[src/rtl/core/alpha_weighted_downscale_defines.svh]
// ----------------------------------------------------------------------------
// alpha_weighted_downscale_defines
// Assertion macros used by the downscaler top level. Each expects clk and rst
// in scope and is disabled while reset is high.
// ----------------------------------------------------------------------------
`ifndef ALPHA_WEIGHTED_DOWNSCALE_DEFINES_SVH
`define ALPHA_WEIGHTED_DOWNSCALE_DEFINES_SVH

// condition that must hold at every clock edge
`define AWD_ASSERT_ALWAYS(lbl, expr, msg) \
  lbl: assert property (@(posedge clk) disable iff (rst) (expr)) else $error(msg);

// condition that must hold in the cycle after the trigger
`define AWD_ASSERT_NEXT(lbl, ante, cons, msg) \
  lbl: assert property (@(posedge clk) disable iff (rst) (ante) |=> (cons)) else $error(msg);

`endif

[src/rtl/core/awd_pkg.sv]
// ----------------------------------------------------------------------------
// awd_pkg
// Types and constants shared by the alpha-weighted downscaler modules.
// ----------------------------------------------------------------------------
`default_nettype none

package awd_pkg;

  // configuration port
  localparam int CFG_ADDR_W   = 2;
  localparam int CFG_DATA_W   = 13;
  localparam logic [CFG_ADDR_W-1:0] REG_VERTICAL_ONLY = 2'd0;
  localparam logic [CFG_ADDR_W-1:0] REG_IMAGE_WIDTH   = 2'd1;
  localparam logic [CFG_ADDR_W-1:0] REG_IMAGE_HEIGHT  = 2'd2;

  // register and counter widths
  localparam int WIDTH_REG_W  = 12;
  localparam int HEIGHT_REG_W = 13;
  localparam int ROW_W        = 12;
  localparam logic [HEIGHT_REG_W-1:0] HEIGHT_LIMIT = 13'd4096;

  // pixel layout
  localparam int PIX_W     = 32;
  localparam int CH_W      = 8;
  localparam int ALPHA_LSB = 24;
  localparam int NUM_CH    = 3;
  localparam int NUM_TAPS  = 4;

  // blend arithmetic
  localparam int PROD_W    = 16;
  localparam int SUM_A_W   = 10;
  localparam int NUM_W     = 18;
  localparam int REM_W     = 19;
  localparam int DSH_W     = 18;
  localparam int DIV_STEPS = 8;
  localparam int STEP_W    = 3;

  typedef enum logic [1:0] {
    ST_IDLE,
    ST_RD_A,
    ST_RD_B,
    ST_BLEND
  } awd_state_t;

  typedef enum logic [1:0] {
    BL_IDLE,
    BL_SUM,
    BL_DIV,
    BL_DONE
  } awd_bl_state_t;

  typedef struct packed {
    logic start;
    logic vert;
  } awd_blend_req_t;

  typedef struct packed {
    logic             valid;
    logic [PIX_W-1:0] pixel;
  } awd_blend_rsp_t;

endpackage

`default_nettype wire

[src/rtl/core/awd_blend.sv]
// ----------------------------------------------------------------------------
// awd_blend
// Alpha-weighted average of four pixels: registered products, sums, then a
// restoring divider with one lane per colour channel, one bit per cycle.
// ----------------------------------------------------------------------------
`default_nettype none

module awd_blend import awd_pkg::*; (
  input  logic                               clk,
  input  logic                               rst,
  input  awd_blend_req_t                     req,
  input  logic [NUM_TAPS-1:0][PIX_W-1:0]     pix,
  input  logic                               take,
  output awd_blend_rsp_t                     rsp
);

  awd_bl_state_t       bl_state;
  awd_bl_state_t       bl_state_next;
  logic [STEP_W-1:0]   step;
  logic                vert;
  logic [CH_W-1:0]     alpha [NUM_TAPS];
  logic [PROD_W-1:0]   prod [NUM_CH][NUM_TAPS];
  logic [SUM_A_W-1:0]  sum_a_c;
  logic [NUM_W-1:0]    num_c [NUM_CH];
  logic [REM_W-1:0]    rem [NUM_CH];
  logic [REM_W-1:0]    rem_step [NUM_CH];
  logic [NUM_CH-1:0]   ge;
  logic [CH_W-1:0]     quo [NUM_CH];
  logic [DSH_W-1:0]    dsh;
  logic [CH_W-1:0]     alpha_out;
  logic                zero_a;

  // state register and step counter
  always_ff @(posedge clk) begin
    if (rst) begin
      bl_state <= BL_IDLE;
      step     <= '0;
    end else begin
      bl_state <= bl_state_next;
      if (bl_state == BL_DIV) begin
        step <= step + STEP_W'(1);
      end else begin
        step <= '0;
      end
    end
  end

  // next state
  always_comb begin
    bl_state_next = bl_state;
    unique case (bl_state)
      BL_IDLE: if (req.start) bl_state_next = BL_SUM;
      BL_SUM:  bl_state_next = BL_DIV;
      BL_DIV:  if (step == STEP_W'(DIV_STEPS - 1)) bl_state_next = BL_DONE;
      BL_DONE: if (take) bl_state_next = BL_IDLE;
      default: bl_state_next = BL_IDLE;
    endcase
  end

  // outputs
  always_comb begin
    rsp.valid = 1'b0;
    rsp.pixel = {alpha_out,
                 zero_a ? '0 : quo[2],
                 zero_a ? '0 : quo[1],
                 zero_a ? '0 : quo[0]};
    unique case (bl_state)
      BL_DONE: rsp.valid = 1'b1;
      default: rsp.valid = 1'b0;
    endcase
  end

  // alpha and colour sums over the four taps
  always_comb begin
    sum_a_c = '0;
    for (int k = 0; k < NUM_TAPS; k++) begin
      sum_a_c = sum_a_c + SUM_A_W'(alpha[k]);
    end
    for (int c = 0; c < NUM_CH; c++) begin
      num_c[c] = '0;
      for (int k = 0; k < NUM_TAPS; k++) begin
        num_c[c] = num_c[c] + NUM_W'(prod[c][k]);
      end
    end
  end

  // one restoring divide step per lane
  always_comb begin
    for (int c = 0; c < NUM_CH; c++) begin
      ge[c]       = rem[c] >= REM_W'(dsh);
      rem_step[c] = ge[c] ? rem[c] - REM_W'(dsh) : rem[c];
    end
  end

  // datapath registers
  always_ff @(posedge clk) begin
    case (bl_state)
      BL_IDLE: begin
        if (req.start) begin
          vert <= req.vert;
          for (int k = 0; k < NUM_TAPS; k++) begin
            alpha[k] <= pix[k][ALPHA_LSB +: CH_W];
            for (int c = 0; c < NUM_CH; c++) begin
              prod[c][k] <= PROD_W'(pix[k][CH_W*c +: CH_W]) *
                            PROD_W'(pix[k][ALPHA_LSB +: CH_W]);
            end
          end
        end
      end
      BL_SUM: begin
        // dividend 2*num + sum_a, divisor 2*sum_a aligned to quotient bit 7
        for (int c = 0; c < NUM_CH; c++) begin
          rem[c] <= (REM_W'(num_c[c]) << 1) + REM_W'(sum_a_c);
          quo[c] <= '0;
        end
        dsh    <= DSH_W'(sum_a_c) << (DIV_STEPS);
        zero_a <= (sum_a_c == '0);
        if (vert) begin
          alpha_out <= CH_W'((SUM_A_W'(sum_a_c) + SUM_A_W'(1)) >> 1);
        end else begin
          alpha_out <= CH_W'((SUM_A_W'(sum_a_c) + SUM_A_W'(2)) >> 2);
        end
      end
      BL_DIV: begin
        for (int c = 0; c < NUM_CH; c++) begin
          rem[c] <= rem_step[c];
          quo[c] <= {quo[c][CH_W-2:0], ge[c]};
        end
        dsh <= dsh >> 1;
      end
      default: begin
      end
    endcase
  end

endmodule

`default_nettype wire

[config.mk]
export PLATFORM = sky130hd
export DESIGN_NAME = awd_blend
export DESIGN_NICKNAME = d
export VERILOG_FILES = /design/src/rtl/core/alpha_weighted_downscale_defines.svh /design/src/rtl/core/awd_pkg.sv /design/src/rtl/core/awd_blend.sv
export SDC_FILE = /design/constraint.sdc
export NUM_CORES = 2
export LEC_CHECK = 0
export BUFFER_PORTS_ARGS = -buffer_cell sky130_fd_sc_hd__buf_4
export CORE_ASPECT_RATIO = 0.6
export CORE_MARGIN = 5
export CORE_UTILIZATION = 45
export CTS_CLUSTER_DIAMETER = 150
export DETAILED_ROUTE_END_ITERATION = 7
export PLACE_DENSITY = 0.72
export SETUP_SLACK_MARGIN = 0.05
export SYNTH_ARGS = -nofsm -noshare
export SYNTH_HDL_FRONTEND = slang
export SYNTH_SLANG_ARGS = --single-unit
[constraint.sdc]
create_clock -name clk -period 5.8 [get_ports clk]
set_input_delay 0.29 -clock clk [delete_from_list [all_inputs] [get_ports clk]]
set_output_delay 0.29 -clock clk [all_outputs]
set_load 0.01 [all_outputs]
==> run summary <==
DR iter-0 viols = 2695
Setup TNS Final = 0 ps
Worst min path class = in -> reg
Syn_nets = 6044
Io pins = 166
Initial Util = 45.3%
Horiz. Die Dim = 421 um
Synth unique cells = 92
Input/output buffers = 165
RR Endpoint = rem[0][51]
GRT Total Usage = 22.1%
WHS Endpoint = prod[0][64]
Largest cells by area after synthesis = fa_1, edfxtp_1, ha_1, inv_1, and2_1
Post-CTS Setup Inserts = 0
Die span in y = 256 um
Number of global-route vias before repair = 33835
R2R cell count = 19
Worst slack, placed = 575 ps
Post-synth ARST share = 0%
CTS tree = yes
GPL Wtd Cong = 0.927
Ys flop type = edfxtp_1
Final Max Tran Viols = 0
Via density = 5.23
CTS clock-pin slew for the worst setup and hold paths = 60 ps
Row count = 90
Period utilization = 90.6%
Core Box Area = 100000 um2
Mapped Cells = 4787
Crit Reg-Reg Startpoint = alpha[3][1]
# DRC = 0
CP required = 6120 ps
CP endpoint kind = register
CTS buffer count = 41
Tightest Pin Transition = 1140 ps
Mean Syn Cell Area = 9.51 um2
Max-cap violation count = 0
Share of cells above drive strength 1 = 5.97%
CTS H-tree lvls = 2
Worst Skew = 28.6 ps
Post-route minimum period = 5250 ps
Area grow syn2layout = 8.68%
Final ANT Viol Nets = 0
Crit path DAT = 5570 ps
Flops & latches, synth = 338
First-pass GRT wire length = 187000 um
Worst hold path depth = 2
Overflow after GRT = 0
R2R setup slack = 550 ps
Most frequent cell after synthesis = inv_1
WL final = 117000 um
List of most frequent post-synthesis cells = inv_1, ha_1, fa_1, nand2_1, and2_1
Hold Fails Final Rpt = 0
Post-DP HPWL = 95400 um
Nets@finish = 6163
CP Launch Type = register
Status = finished clean
Sequential area share after synthesis = 22.2%
Skew-Pair Late Insertion Delay = 600 ps
CTS Sinks = 338
Total Die Area = 108000 um2
CP Max Fanout = 8
Synth top area share = 24.2%
Max Clk Rate = 190 MHz
Slew margin rel. = 23.6%
Initial antenna violation count = 7
Pin count of the biggest net entering global routing = 140
Initial DRT Pass Iterations = 5
Crit path kind = reg -> reg
RSZ-0062 raised after global routing = false
Setup violations, final = 0
Filler cell count = 9224
Final core occ = 49.2%
Bufs on Longest Clock Path = 3
Synthesized area = 45500 um2
Via count = 32853
Fin worst setup slack = 546 ps
Drt wl/cell = 18.6 um
Synth area leader = fa_1
Hold_sp = pix[104]
CTS root buf = clkbuf_16
Yosys Warn Count = 0
Number of synthesized flops with an enable pin = 333
-- timing repair --
item	4_1_cts	5_1_grt
hold buffers	2	0
endpoints found under the setup margin	0	0
gates resized for setup	0	0
endpoints found under the hold margin	6	0
-- sequential cells by signal, indices dropped and copies added (netlist names) --
signal,flops
alpha,32
alpha_out,8
bl_state,2
dsh,18
prod,192
quo,24
rem,57
step,3
vert,1
zero_a,1
-- routing by layer --
metal  up-vias  global-route usage, %  wire, um
met4         2                   6.53      3690
li1      15468                      -         -
met2      1123                   32.4     49100
met3       163                   6.38     12000
met1     16097                   31.7     52200
met5         -                      0        13
-- worst max-delay path, cell delays in order (launching register included) --
cell and delay (ps):
edfxtp_1 320, inv_1 50, fa_1 530, inv_1 50
fa_1 490, ha_1 170, inv_1 60, fa_1 440
xor2_1 290, inv_1 220, ha_1 370, a21o_1 190
a21o_1 190, maj3_1 360, maj3_1 410, a41oi_2 230
o21ai_1 160, nor2b_1 180, xnor2_1 200, o21ai_1 80
-- how the worst max path moves through the flow --
| stage | startpoint | endpoint | slack, ps | cells after the start |
|---|---|---|---|---|
| final | alpha[3][1] | rem[0][51] | 550 | 19 |
| after CTS | alpha[3][1] | rem[0][51] | 590 | 19 |
| after global routing | alpha[2][1] | rem[0][51] | 300 | 19 |
| after floorplan | alpha[3][1] | rem[0][51] | 1040 | 18 |
| after detailed placement | alpha[3][1] | rem[0][51] | 580 | 19 |
| after global placement | alpha[3][1] | rem[0][51] | 740 | 18 |
-- logic make-up after synthesis --
logic type | share of synthesized area (%)
multiplexers | 0.434
AO/OA/AOI/OAI | 8.34
flip-flops | 22.2
buffers and inverters | 9.31
XOR/XNOR | 4.90
AND/OR/NAND/NOR | 14.7
adder cells (fa/ha/maj) | 40.1
-- area by class of cell --
type,instances,area [um2],share of cell area [%]
Inverter,1026,3850,7.79
Clock inverter,20,188,0.379
Tap cell,1334,1670,3.37
Multi-Input combinational cell,3322,31200,63.1
Sequential cell,338,10100,20.4
Antenna cell,5,12.5,0.0253
Timing Repair Buffer,177,1350,2.72
Clock buffer,56,1100,2.23
-- placed cells by master (no fill, tap or decap), types with 6 or more instances in the layout --
cell	n
inv_1	1024
ha_1	572
fa_1	550
nand2_1	508
and2_1	419
edfxtp_1	333
o21ai_0	174
buf_4	174
xnor2_1	172
nor2_1	171
a21oi_1	146
xor2_1	75
a21o_1	61
nor2b_1	59
nor3_1	46
clkbuf_16	41
a21boi_0	38
o21a_1	24
nand2b_1	24
or3_1	19
a211oi_1	17
nand4_1	15
nor4_1	13
mux2i_1	13
clkbuf_1	13
or2_2	12
nand3_1	12
a31oi_1	11
o31ai_1	10
nor3b_1	10
a211o_1	9
o21bai_1	9
o21ai_1	8
or4_1	7
o311a_1	6
and3_1	6
mux2_2	6
-- through the flow --
step                cell area (um2)  hold WS, ps  instances
CTS                           49500         35.8       6273
floorplan                     45500          361       4787
detailed placement            48100          420       6195
global placement              48100          414       6195
finish                        49500         66.7       6278
global route                  49500         71.7       6276
Power is not shown: default switching activity piles up to over one toggle a cycle in this logic, so the estimate is an artifact.
